## src/ttbr_pkg.sv

```systemverilog
// package for the timed thermostat with blink readout: constants, types and digit helpers
package ttbr_pkg;

  localparam int unsigned TICKS_PER_SECOND   = 100;
  localparam int unsigned SECONDS_PER_MINUTE = 60;

  localparam int unsigned CFG_INDEX_W = 3;
  localparam int unsigned CFG_DATA_W  = 10;

  typedef enum logic [CFG_INDEX_W-1:0] {
    REG_TEMP_THRESHOLD = 3'd0,
    REG_OFF_MINUTE     = 3'd1,
    REG_CYCLE_MINUTE   = 3'd2,
    REG_BLINK_TICKS    = 3'd3,
    REG_SIGN_ON_TICKS  = 3'd4,
    REG_SIGN_OFF_TICKS = 3'd5,
    REG_DIGIT_PAUSE    = 3'd6,
    REG_END_PAUSE      = 3'd7
  } reg_index_t;

  localparam logic signed [7:0] TEMP_THRESHOLD_RST = 8'sd24;
  localparam logic [7:0]        OFF_MINUTE_RST     = 8'd10;
  localparam logic [7:0]        CYCLE_MINUTE_RST   = 8'd30;
  localparam logic [9:0]        BLINK_TICKS_RST    = 10'd35;
  localparam logic [9:0]        SIGN_ON_RST        = 10'd250;
  localparam logic [9:0]        SIGN_OFF_RST       = 10'd300;
  localparam logic [9:0]        DIGIT_PAUSE_RST    = 10'd200;
  localparam logic [9:0]        END_PAUSE_RST      = 10'd500;

  typedef enum logic [2:0] {
    PH_SIGN_ON  = 3'd0,
    PH_SIGN_OFF = 3'd1,
    PH_TENS_ON  = 3'd2,
    PH_TENS_OFF = 3'd3,
    PH_MID      = 3'd4,
    PH_ONES_ON  = 3'd5,
    PH_ONES_OFF = 3'd6,
    PH_END      = 3'd7
  } phase_t;

  typedef struct packed {
    logic       gas_on;
    logic       led_on;
    logic [7:0] minutes_elapsed;
  } result_t;

  // tens digit by reciprocal multiply, exact for values up to 127
  function automatic logic [3:0] tens_of(input logic [6:0] mag);
    logic [14:0] prod;
    prod = 15'(mag) * 15'd205;
    return prod[14:11];
  endfunction

  function automatic logic [3:0] ones_of(input logic [6:0] mag);
    logic [3:0] tens;
    logic [6:0] tens_x10;
    logic [6:0] diff;
    tens     = tens_of(mag);
    tens_x10 = {tens, 3'b000} - 7'(tens) + 7'(tens) + {2'b00, tens, 1'b0};
    diff     = mag - tens_x10;
    return diff[3:0];
  endfunction

endpackage

```

## src/timed_thermostat_with_blink_readout_top.sv

```systemverilog
// top level of the timed thermostat with blink readout
//
//  channel  handshake                     payload
//  in       in_valid / in_stall           temp_valid, temp_value
//  out      out_valid / out_stall         gas_on, led_on, minutes_elapsed
//  cfg      cfg_we                        cfg_index, cfg_data
//
// one tick transaction per cycle while in_stall is low; the result is registered into the output buffer on acceptance
// all counters, gas rule and readout sequencer update in the accepting cycle
// a two-entry output buffer keeps input flowing while one result waits
// in_stall rises only when both buffer entries are full
// synchronous reset restores default registers, gas on and an expired end pause
module timed_thermostat_with_blink_readout_top
  import ttbr_pkg::*;
(
  input  logic                   clk,
  input  logic                   rst,
  input  logic                   cfg_we,
  input  logic [CFG_INDEX_W-1:0] cfg_index,
  input  logic [CFG_DATA_W-1:0]  cfg_data,
  input  logic                   in_valid,
  output logic                   in_stall,
  input  logic                   temp_valid,
  input  logic signed [7:0]      temp_value,
  output logic                   out_valid,
  input  logic                   out_stall,
  output logic                   gas_on,
  output logic                   led_on,
  output logic [7:0]             minutes_elapsed
);

  // configuration registers
  logic signed [7:0] temp_threshold;
  logic [7:0]        off_minute;
  logic [7:0]        cycle_minute;
  logic [9:0]        blink_ticks;
  logic [9:0]        sign_on_ticks;
  logic [9:0]        sign_off_ticks;
  logic [9:0]        digit_pause_ticks;
  logic [9:0]        end_pause_ticks;

  // state
  logic [6:0]        tick_count, tick_count_next;
  logic [5:0]        second_count, second_count_next;
  logic [7:0]        minute_count, minute_count_next;
  logic              gas_state, gas_state_next;
  logic signed [7:0] held_temperature, held_temperature_next;
  logic [6:0]        shown_magnitude, shown_magnitude_next;
  phase_t            readout_phase, readout_phase_next;
  logic [9:0]        phase_timer, phase_timer_next;
  logic [3:0]        blinks_left, blinks_left_next;

  // output buffer
  result_t           slot0, slot1, result_next;
  logic [1:0]        fill;
  logic              push, pop;

  // combinational helpers
  logic [6:0]        tick_inc;
  logic [5:0]        second_inc;
  logic [7:0]        minute_inc;
  logic [6:0]        new_magnitude;
  logic [6:0]        digit_src;
  logic [3:0]        tens_digit, ones_digit;
  logic [3:0]        blinks_dec;
  logic [9:0]        phase_len, phase_len_eff;
  logic [7:0]        neg_temp;

  always_ff @(posedge clk) begin
    if (rst) begin
      temp_threshold    <= TEMP_THRESHOLD_RST;
      off_minute        <= OFF_MINUTE_RST;
      cycle_minute      <= CYCLE_MINUTE_RST;
      blink_ticks       <= BLINK_TICKS_RST;
      sign_on_ticks     <= SIGN_ON_RST;
      sign_off_ticks    <= SIGN_OFF_RST;
      digit_pause_ticks <= DIGIT_PAUSE_RST;
      end_pause_ticks   <= END_PAUSE_RST;
    end else if (cfg_we) begin
      unique case (reg_index_t'(cfg_index))
        REG_TEMP_THRESHOLD: temp_threshold    <= signed'(cfg_data[7:0]);
        REG_OFF_MINUTE:     off_minute        <= cfg_data[7:0];
        REG_CYCLE_MINUTE:   cycle_minute      <= cfg_data[7:0];
        REG_BLINK_TICKS:    blink_ticks       <= cfg_data;
        REG_SIGN_ON_TICKS:  sign_on_ticks     <= cfg_data;
        REG_SIGN_OFF_TICKS: sign_off_ticks    <= cfg_data;
        REG_DIGIT_PAUSE:    digit_pause_ticks <= cfg_data;
        REG_END_PAUSE:      end_pause_ticks   <= cfg_data;
        default: ;
      endcase
    end
  end

  assign push = in_valid && !in_stall;
  assign pop  = out_valid && !out_stall;

  // timekeeping and gas rule
  always_comb begin
    held_temperature_next = temp_valid ? temp_value : held_temperature;

    tick_inc          = tick_count + 7'd1;
    second_inc        = second_count + 6'd1;
    minute_inc        = minute_count;
    tick_count_next   = tick_inc;
    second_count_next = second_count;
    if (tick_inc > 7'(TICKS_PER_SECOND - 1)) begin
      tick_count_next   = '0;
      second_count_next = second_inc;
      if (second_inc > 6'(SECONDS_PER_MINUTE - 1)) begin
        second_count_next = '0;
        minute_inc        = minute_count + 8'd1;
      end
    end

    minute_count_next = minute_inc;
    gas_state_next    = gas_state;
    if (minute_inc == off_minute || held_temperature_next >= temp_threshold) begin
      gas_state_next = 1'b0;
    end
    if (minute_inc >= cycle_minute && held_temperature_next < temp_threshold) begin
      gas_state_next    = 1'b1;
      minute_count_next = '0;
    end
  end

  // readout sequencer
  always_comb begin
    neg_temp = 8'd0 - 8'(held_temperature_next);
    if (held_temperature_next[7]) begin
      new_magnitude = neg_temp[7] ? 7'd127 : neg_temp[6:0];
    end else begin
      new_magnitude = held_temperature_next[6:0];
    end
    digit_src  = (readout_phase == PH_END) ? new_magnitude : shown_magnitude;
    tens_digit = tens_of(digit_src);
    ones_digit = ones_of(digit_src);
    blinks_dec = blinks_left - 4'd1;

    readout_phase_next   = readout_phase;
    shown_magnitude_next = shown_magnitude;
    blinks_left_next     = blinks_left;
    phase_len            = '0;

    if (phase_timer == '0) begin
      unique case (readout_phase)
        PH_SIGN_ON: begin
          readout_phase_next = PH_SIGN_OFF;
          phase_len          = sign_off_ticks;
        end
        PH_SIGN_OFF, PH_END: begin
          if (readout_phase == PH_END) begin
            shown_magnitude_next = new_magnitude;
          end
          if (readout_phase == PH_END && held_temperature_next[7]) begin
            readout_phase_next = PH_SIGN_ON;
            phase_len          = sign_on_ticks;
          end else begin
            blinks_left_next = tens_digit;
            if (tens_digit != '0) begin
              readout_phase_next = PH_TENS_ON;
              phase_len          = blink_ticks;
            end else begin
              readout_phase_next = PH_MID;
              phase_len          = digit_pause_ticks;
            end
          end
        end
        PH_TENS_ON: begin
          readout_phase_next = PH_TENS_OFF;
          phase_len          = blink_ticks;
        end
        PH_TENS_OFF: begin
          blinks_left_next = blinks_dec;
          if (blinks_dec != '0) begin
            readout_phase_next = PH_TENS_ON;
            phase_len          = blink_ticks;
          end else begin
            readout_phase_next = PH_MID;
            phase_len          = digit_pause_ticks;
          end
        end
        PH_MID: begin
          blinks_left_next = ones_digit;
          if (ones_digit != '0) begin
            readout_phase_next = PH_ONES_ON;
            phase_len          = blink_ticks;
          end else begin
            readout_phase_next = PH_END;
            phase_len          = end_pause_ticks;
          end
        end
        PH_ONES_ON: begin
          readout_phase_next = PH_ONES_OFF;
          phase_len          = blink_ticks;
        end
        PH_ONES_OFF: begin
          blinks_left_next = blinks_dec;
          if (blinks_dec != '0) begin
            readout_phase_next = PH_ONES_ON;
            phase_len          = blink_ticks;
          end else begin
            readout_phase_next = PH_END;
            phase_len          = end_pause_ticks;
          end
        end
        default: ;
      endcase
      phase_len_eff    = (phase_len == '0) ? 10'd1 : phase_len;
      phase_timer_next = phase_len_eff - 10'd1;
    end else begin
      phase_len_eff    = phase_timer;
      phase_timer_next = phase_timer - 10'd1;
    end

    result_next.gas_on          = gas_state_next;
    result_next.led_on          = (readout_phase_next == PH_SIGN_ON) ||
                                  (readout_phase_next == PH_TENS_ON) ||
                                  (readout_phase_next == PH_ONES_ON);
    result_next.minutes_elapsed = minute_count_next;
  end

  always_ff @(posedge clk) begin
    if (rst) begin
      tick_count       <= '0;
      second_count     <= '0;
      minute_count     <= '0;
      gas_state        <= 1'b1;
      held_temperature <= '0;
      shown_magnitude  <= '0;
      readout_phase    <= PH_END;
      phase_timer      <= '0;
      blinks_left      <= '0;
    end else if (push) begin
      tick_count       <= tick_count_next;
      second_count     <= second_count_next;
      minute_count     <= minute_count_next;
      gas_state        <= gas_state_next;
      held_temperature <= held_temperature_next;
      shown_magnitude  <= shown_magnitude_next;
      readout_phase    <= readout_phase_next;
      phase_timer      <= phase_timer_next;
      blinks_left      <= blinks_left_next;
    end
  end

  // two-entry result buffer, slot0 faces the output
  always_ff @(posedge clk) begin
    if (rst) begin
      fill <= '0;
    end else begin
      priority case (1'b1)
        push && !pop: fill <= fill + 2'd1;
        pop && !push: fill <= fill - 2'd1;
        default: ;
      endcase
    end
  end

  always_ff @(posedge clk) begin
    if (fill == 2'd2) begin
      if (pop) begin
        slot0 <= slot1;
      end
    end else if (fill == 2'd1) begin
      if (push && pop) begin
        slot0 <= result_next;
      end else if (push) begin
        slot1 <= result_next;
      end
    end else if (push) begin
      slot0 <= result_next;
    end
  end

  assign in_stall        = (fill == 2'd2);
  assign out_valid       = (fill != 2'd0);
  assign gas_on          = slot0.gas_on;
  assign led_on          = slot0.led_on;
  assign minutes_elapsed = slot0.minutes_elapsed;

endmodule

```

## config.mk

```make
export PLATFORM = sky130hd
export DESIGN_NAME = timed_thermostat_with_blink_readout_top
export DESIGN_NICKNAME = d
export VERILOG_FILES = /design/src/ttbr_pkg.sv /design/src/timed_thermostat_with_blink_readout_top.sv
export SDC_FILE = /design/constraint.sdc
export NUM_CORES = 1
export LEC_CHECK = 0
export ABC_AREA = 1
export ABC_CLOCK_PERIOD_IN_PS = 11300
export BUFFER_PORTS_ARGS = -buffer_cell sky130_fd_sc_hd__clkbuf_2
export CORE_MARGIN = 10
export CORE_UTILIZATION = 40
export DETAILED_ROUTE_END_ITERATION = 10
export GPL_ROUTABILITY_DRIVEN = 0
export PLACE_DENSITY = 0.61
export SYNTH_ARGS = -nofsm -noshare
export SYNTH_HDL_FRONTEND = slang
export SYNTH_SLANG_ARGS = --single-unit
```

## constraint.sdc

```tcl
create_clock -name clk -period 11.3 [get_ports clk]
set_clock_uncertainty 0.2 [all_clocks]
set_input_delay 1.13 -clock clk [delete_from_list [all_inputs] [get_ports clk]]
set_output_delay 1.13 -clock clk [all_outputs]
set_load 0.02 [all_outputs]
```

==> impl_metrics.ini, run 1 <==
[run_status]
status = completed

[floorplan]
ios = 39
fp.coreArea_um2 = 23330
std_cell_rows = 56
die_w_um = 173.6
die_area_um2 = 30140
floorplan.initialDensity_pct = 40.44
dieHeight_um = 173.6

[clock_tree]
cts_buffers = 17
clk_root_buffer_cell = sky130_fd_sc_hd__clkbuf_16
cts.hold.buffers_added = 0
postCtsSetupBuffers = 0
worst_setup_hold_path_clk_slew_ps = 60
cts_max_level = 4
numClockSinks = 150
cts_resized = 0
tritoncts_clock_tree = built
clock_path_buffers = 2
clkLatencyLatePin_ps = 440

[yosys]
synth_edf_count = 20
yosysSeqAreaShare_pct = 33.94
mappedNetlistNets = 1418
synth_cell_types = 50
yosys_register_bits = 150
synthMuxAreaShare_pct = 0
simple_gate_share_of_the_synthesized_area_pct = 23.88
postSynthAreaPerCell_um2 = 7.198
synth_async_sr_flop_share_pct = 0
synth-compound-area-share_pct = 16.83
syn_inst = 1311
synth_top_flop_cell = sky130_fd_sc_hd__dfxtp_1
synth_top_family_by_area = simple AND/OR/NAND/NOR gates
yosysWarningCount = 0
synth_fa_ha_area_share_pct = 11.40
xor_and_xnor_fraction_of_the_mapped_netlist_area_pct = 3.911
syn-cell-area_um2 = 9437

[drt]
vias_per_cell = 4.983
average_routed_wire_per_standard_cell_um = 14.13
detail_route.wirelength_mm = 23.50
dr.pass1.iters = 5
detailroute.via_count = 8287
antenna_left = 0
drt_drc_violations_left = 0
drt_iter0_drc = 718

[timing]
max_freq_mhz = 104.8
final_critical_path_setup_slack_ps = 1755
finalSetupTns_ps = 0
setup_violations = 0
worst_slew_margin_rel_pct = 33.53
tightestPinTransition_ps = 993.4
drv_slew = 0
unrepaired_setup_endpoints_after_global_routing = no
post-route-min-period_ps = 9545
period_share_pct = 84.47
final-hold-violation-count = 0

[worst_setup_path]
critical_path.most_common_cell = sky130_fd_sc_hd__nand2_1
worst_ep_required_time_ps = 11430
timing.critical_path.fanout_max = 12
start_kind = input port
critical_path_class = input port to flip-flop
endpoint_kind = flip-flop
worst-endpoint-arrival_ps = 9680
critical-path-slowest-cell = sky130_fd_sc_hd__fa_1
cpPeakStageDelay_ps = 540

[global_route]
track_usage_pct = 15.74
number_of_global_route_vias_before_repair = 7673
grt_antenna_before_repair = 0
global_route_wire_length_before_repair_mm = 39.34
grt_max_degree = 105
grt_overflow = 0

[cells_and_area]
n_fill_cell = 2360
num_antenna_cells = 0
drive_gt1_share_pct = 10.42
area_of_the_multi_input_gates_um2 = 5286
design.final.nets = 1438
stdcell_area_um2 = 10480
layout.area.seq_um2 = 3203
area_growth_syn_to_layout_pct = 11.06

[placement]
placement.setup.worst_slack_ps = 1394
post_detailed_placement_cell_area_um2 = 9889
place.detailed.hpwl_mm = 16.96
portBuffers = 38

[hold_path]
min_path_type = flip-flop to flip-flop

[run]
maxCapViolations = 0
==> layer usage <==
metal / part of all wire [%] / global-route usage, % / vias up
li1: - / - / 4332
met1: 51 / 22.47 / 3680
met2: 42 / 23.30 / 237
met3: 5.5 / 2.897 / 38
met4: 1.8 / 5.166 / 0
met5: 0 / 0 / -
==> synth_stat cells (3+ instances only) <==
cell type | number | area share (%)
sky130_fd_sc_hd__o21ai_0 | 134 | 7.1
sky130_fd_sc_hd__a21oi_1 | 100 | 5.3
sky130_fd_sc_hd__inv_1 | 191 | 7.6
sky130_fd_sc_hd__nand2_2 | 18 | 1.2
sky130_fd_sc_hd__nand2_1 | 225 | 8.9
sky130_fd_sc_hd__nand3_1 | 69 | 3.7
sky130_fd_sc_hd__nand3_2 | 3 | 0.32
sky130_fd_sc_hd__xor2_1 | 24 | 2.2
sky130_fd_sc_hd__or2_2 | 12 | 0.80
sky130_fd_sc_hd__o21ai_2 | 4 | 0.37
sky130_fd_sc_hd__o211ai_1 | 10 | 0.80
sky130_fd_sc_hd__dfxtp_1 | 130 | 28
sky130_fd_sc_hd__xnor2_1 | 15 | 1.4
sky130_fd_sc_hd__a211oi_1 | 4 | 0.32
sky130_fd_sc_hd__nand2_4 | 5 | 0.60
sky130_fd_sc_hd__ha_1 | 70 | 9.3
sky130_fd_sc_hd__nand3b_1 | 4 | 0.32
sky130_fd_sc_hd__o21a_1 | 4 | 0.32
sky130_fd_sc_hd__o21ai_1 | 7 | 0.37
sky130_fd_sc_hd__edfxtp_1 | 20 | 6.4
sky130_fd_sc_hd__nor2_1 | 124 | 4.9
sky130_fd_sc_hd__nor2_2 | 6 | 0.40
sky130_fd_sc_hd__buf_1 | 3 | 0.12
sky130_fd_sc_hd__clkbuf_1 | 34 | 1.4
sky130_fd_sc_hd__inv_2 | 9 | 0.36
sky130_fd_sc_hd__nand4_1 | 18 | 1.2
sky130_fd_sc_hd__nand3_4 | 3 | 0.56
sky130_fd_sc_hd__nor3_1 | 9 | 0.48
sky130_fd_sc_hd__fa_1 | 10 | 2.1
sky130_fd_sc_hd__a31oi_1 | 14 | 0.93
sky130_fd_sc_hd__clkinv_1 | 4 | 0.16
sky130_fd_sc_hd__buf_2 | 4 | 0.21
==> registers in the layout, indices dropped and copies added (netlist names), 8 cells and up <==
name               cells
off_minute             8
digit_pause_ticks     10
blink_ticks           10
temp_threshold         8
slot1                 10
sign_on_ticks         10
phase_timer           10
minute_count           8
sign_off_ticks        10
minutes_elapsed        8
cycle_minute           8
held_temperature       8
end_pause_ticks       10
==> area by class of cell <==
| class | instances | area share, % |
|---|---|---|
| clock buffer | 19 | 4.226 |
| clock inverter | 13 | 1.409 |
| inverter | 204 | 7.307 |
| multi-input combinational | 914 | 50.44 |
| sequential | 150 | 30.56 |
| tap | 319 | 3.808 |
| timing repair buffer | 44 | 2.245 |
==> worst paths after layout <==
kind	from	end	slack, ps	cells after the start
max	temp_valid	phase_timer[8]$_SDFFE_PP0P_	1760	65
min	sign_off_ticks[2]$_SDFFE_PP1P_	sign_off_ticks[2]$_SDFFE_PP1P_	260	2
max reg2reg	readout_phase[0]$_SDFFE_PP1P_	phase_timer[8]$_SDFFE_PP0P_	1930	58
min reg2reg	sign_off_ticks[2]$_SDFFE_PP1P_	sign_off_ticks[2]$_SDFFE_PP1P_	260	2
==> layout by cell type, fill, tap and decap left out, types with 5 or more instances in the layout <==
cell type and instances:
sky130_fd_sc_hd__nand2_1 225, sky130_fd_sc_hd__edfxtp_1 20, sky130_fd_sc_hd__nor2_1 124, sky130_fd_sc_hd__nor2_2 6
sky130_fd_sc_hd__a31oi_1 14, sky130_fd_sc_hd__nor3_1 9, sky130_fd_sc_hd__dfxtp_1 130, sky130_fd_sc_hd__or2_2 12
sky130_fd_sc_hd__buf_4 6, sky130_fd_sc_hd__inv_2 10, sky130_fd_sc_hd__a21oi_1 100, sky130_fd_sc_hd__o21ai_1 7
sky130_fd_sc_hd__clkbuf_2 38, sky130_fd_sc_hd__fa_1 10, sky130_fd_sc_hd__xor2_1 24, sky130_fd_sc_hd__nand3_1 69
sky130_fd_sc_hd__o211ai_1 10, sky130_fd_sc_hd__clkbuf_16 17, sky130_fd_sc_hd__inv_1 190, sky130_fd_sc_hd__nand4_1 18
sky130_fd_sc_hd__ha_1 70, sky130_fd_sc_hd__xnor2_1 15, sky130_fd_sc_hd__nand2_4 5, sky130_fd_sc_hd__nand2_2 18
sky130_fd_sc_hd__o21ai_0 134
==> cell families (layout without fill, tap and decap cells) <==
logic type,Yosys count,after routing
flip-flops,150,150
adder cells (fa/ha/maj),80,80
AND/OR/NAND/NOR,502,502
XOR/XNOR,40,40
buffers and inverters,247,280
AO/OA/AOI/OAI,292,292
==> per-stage QoR <==
stage                     utilization [%]  cells  hold WS, ps
after floorplan                         -   1311        221.4
after global placement              42.39   1631        237.0
after detailed placement            42.39   1631        252.9
after CTS                           44.92   1663        267.8
after global routing                44.92   1663        295.5
final                               44.92   1663        263.3
==> critical path: cells and delay by family <==
| family | cells | cell delay, ps |
|---|---|---|
| AOI/OAI and AO/OA | 5 | 760 |
| xor gates and xnor gates | 2 | 290 |
| adders and majority gates | 9 | 3000 |
| buffers and inverters | 13 | 1100 |
| and+or+nand+nor | 36 | 3380 |
Power of run 1 is not shown: default switching activity piles up to over one toggle a cycle in this logic, so the estimate is an artifact.
==> run 2: changes to the inputs <==
--- a/config.mk
+++ b/config.mk
@@ -5,14 +5,14 @@
 export SDC_FILE = /design/constraint.sdc
 export NUM_CORES = 1
 export LEC_CHECK = 0
-export ABC_AREA = 1
-export ABC_CLOCK_PERIOD_IN_PS = 11300
+export ABC_AREA = 0
+export ABC_CLOCK_PERIOD_IN_PS = 8200
 export BUFFER_PORTS_ARGS = -buffer_cell sky130_fd_sc_hd__clkbuf_2
 export CORE_MARGIN = 10
 export CORE_UTILIZATION = 40
 export DETAILED_ROUTE_END_ITERATION = 10
 export GPL_ROUTABILITY_DRIVEN = 0
-export PLACE_DENSITY = 0.61
+export PLACE_DENSITY = 0.63
 export SYNTH_ARGS = -nofsm -noshare
 export SYNTH_HDL_FRONTEND = slang
 export SYNTH_SLANG_ARGS = --single-unit
==> constraint.sdc (replaced) <==
create_clock -name clk -period 8.2 [get_ports clk]
set_clock_uncertainty 0.2 [all_clocks]
set_input_delay 0.82 -clock clk [delete_from_list [all_inputs] [get_ports clk]]
set_output_delay 0.82 -clock clk [all_outputs]
set_load 0.02 [all_outputs]
==> run 2 against run 1 <==
Clock-buffer cell count rose by 1. Global-route usage rose by 2.2 points. The flow now finishes with violations (negative setup slack). First-iteration DRC count fell by 11%. Die area rose by 3.3%. Sequential share of layout area fell by 5.3 points. Utilization rose by 7.5 points. Wire length rose by 22%. Final cell count rose by 3.9%.
==> impl_metrics.ini, run 2 <==
[placement]
portBuffers = 38
place.detailed.hpwl_mm = 20.79

[cells_and_area]
num_antenna_cells = 0
design.final.nets = 1498
area_growth_syn_to_layout_pct = 29.44
leading_cell_types_in_the_layout_fill_and_taps_excluded = 189 x sky130_fd_sc_hd__nand2_1, 168 x sky130_fd_sc_hd__buf_4, 130 x sky130_fd_sc_hd__dfxtp_1
drive_gt1_share_pct = 24.79
mostFrequentLayoutCell = sky130_fd_sc_hd__nand2_1

[run]
maxCapViolations = 0

[worst_setup_path]
timing.critical_path.fanout_max = 6
worst_ep_required_time_ps = 8350
cpPeakStageDelay_ps = 520
worst-endpoint-arrival_ps = 9680
critical_path_class = input port to flip-flop
endpoint_kind = flip-flop
critical-path-slowest-cell = sky130_fd_sc_hd__fa_1
critical_path.most_common_cell = sky130_fd_sc_hd__inv_2
start_kind = input port

[clock_tree]
tritoncts_clock_tree = built
cts_max_level = 4
clkLatencyLatePin_ps = 430
clock_path_buffers = 2
cts_buffers = 17
worst_setup_hold_path_clk_slew_ps = 60
clk_root_buffer_cell = sky130_fd_sc_hd__clkbuf_16
numClockSinks = 150

[timing]
finalSetupTns_ps = -13120
post-route-min-period_ps = 9538
tightestPinTransition_ps = 1133
unrepaired_setup_endpoints_after_global_routing = yes
period_share_pct = 116.3
worst_slew_margin_rel_pct = 24.06
setup_violations = 13
final-hold-violation-count = 0
final_critical_path_setup_slack_ps = -1338
max_freq_mhz = 104.8
holdWs_ps = 256.4
drv_slew = 0

[yosys]
yosys_register_bits = 150
syn-cell-area_um2 = 9784
mappedNetlistNets = 1325
synth_async_sr_flop_share_pct = 0
yosysSeqAreaShare_pct = 32.74
synth_cell_types = 79
synth_top_area_share_pct = 26.60
synth_edf_count = 20
syn_inst = 1218
synth_commonest_cells = 190 x sky130_fd_sc_hd__nand2_1, 130 x sky130_fd_sc_hd__dfxtp_1, 114 x sky130_fd_sc_hd__nor2_1, 92 x sky130_fd_sc_hd__a21oi_1, 78 x sky130_fd_sc_hd__inv_1
yosys-top-cells-area = sky130_fd_sc_hd__dfxtp_1 27%, sky130_fd_sc_hd__ha_1 9.0%, sky130_fd_sc_hd__nand2_1 7.3%
synth_top_flop_cell = sky130_fd_sc_hd__dfxtp_1
postSynthAreaPerCell_um2 = 8.033
yosysMostFrequentCell = sky130_fd_sc_hd__nand2_1
synth_largest_area_cell = sky130_fd_sc_hd__dfxtp_1
yosysWarningCount = 0

[global_route]
number_of_global_route_vias_before_repair = 8918
grt_antenna_before_repair = 0
global_route_wire_length_before_repair_mm = 46.36
grt_overflow = 0
grt_max_degree = 68
track_usage_pct = 17.95

[drt]
dr.pass1.iters = 6
drt_iter0_drc = 636
average_routed_wire_per_standard_cell_um = 16.56
detail_route.wirelength_mm = 28.61
detailroute.via_count = 9460
drt_drc_violations_left = 0
vias_per_cell = 5.475
antenna_left = 0

[floorplan]
die_area_um2 = 31120
ios = 39
std_cell_rows = 57
die_w_um = 176.4
fp.coreArea_um2 = 24180
floorplan.initialDensity_pct = 40.47
dieHeight_um = 176.4

[hold_path]
min_path_type = flip-flop to flip-flop

[run_status]
status = complete, but fails checks
violations = negative setup slack
[run 2: changes by cell type after synthesis, moves of 18 or more]
cell,previous run,this run
sky130_fd_sc_hd__o21ai_0,134,23
sky130_fd_sc_hd__inv_1,191,78
sky130_fd_sc_hd__nand2_2,18,0
sky130_fd_sc_hd__nand2_1,225,190
sky130_fd_sc_hd__clkbuf_1,34,52
sky130_fd_sc_hd__and3_1,0,18
sky130_fd_sc_hd__nand3_1,69,42
sky130_fd_sc_hd__mux2i_1,0,45
sky130_fd_sc_hd__nor3_1,9,33
[run 2: final timing paths]
check / slack [ps] / depth (start not counted) / startpoint / to
max reg2reg: -1160 / 42 / held_temperature[3]$_SDFFE_PP0P_ / phase_timer[4]$_SDFFE_PP0P_
min: 260 / 2 / cycle_minute[5]$_SDFFE_PP0P_ / cycle_minute[5]$_SDFFE_PP0P_
min reg2reg: 260 / 2 / cycle_minute[5]$_SDFFE_PP0P_ / cycle_minute[5]$_SDFFE_PP0P_
max: -1340 / 43 / temp_value[1] / phase_timer[4]$_SDFFE_PP0P_
[run 2: cell families (layout without fill, tap and decap cells)]
family,count (synthesis),count (layout),share of synthesized area (%)
muxes,54,54,5.793
and+or+nand+nor,483,483,22.72
buffers and inverters,139,325,5.473
xor gates and xnor gates,45,45,4.028
AOI/OAI and AO/OA,266,266,18.15
adders and majority gates,81,81,11.10
DFF,150,150,32.74
[run 2: area by class of cell]
type | instances | area, um2
clock buffers | 20 | 456.7
clock inverters | 12 | 120.1
fillers | 2220 | 11510
inverters | 79 | 301.5
multi-input cells | 929 | 6603
flip-flops and latches | 150 | 3203
well taps | 324 | 405.4
repair buffers | 214 | 1575
[run 2: metrics by stage]
step	worst slack [ps]	cells	utilization, %	area (um2)
finish	-1338	1728	52.38	12660
global placement	-1644	1657	46.92	11340
global route	-1826	1728	52.38	12660
floorplan	-1679	1218	-	9962
detailed placement	-1930	1657	46.92	11340
CTS	-1256	1720	51.04	12340
[run 2: what timing repair did]
item | 4_1_cts | 5_1_grt
pin swaps | 41 | 52
resized for setup | 33 | 48
setup endpoints to repair | 14 | 14
hold buffers | 0 | 0
setup buffers | 32 | 16
[run 2: metal layers]
layer / vias to the layer above / track usage, % / wire [um]
met4: 0 / 4.413 / 360
met1: 4529 / 25.47 / 14100
met5: - / 0 / 0
met2: 240 / 28.06 / 12790
li1: 4661 / - / -
met3: 30 / 2.499 / 1357
[run 2: critical path, delay by kind of cell]
family / cells / cell delay [ps]
muxes: 2 / 630
buffers and inverters: 9 / 800
and+or+nand+nor: 8 / 1380
AOI/OAI and AO/OA: 12 / 2690
adders and majority gates: 8 / 2660
xor gates and xnor gates: 4 / 670
Power of run 2 is left out for the same reason.
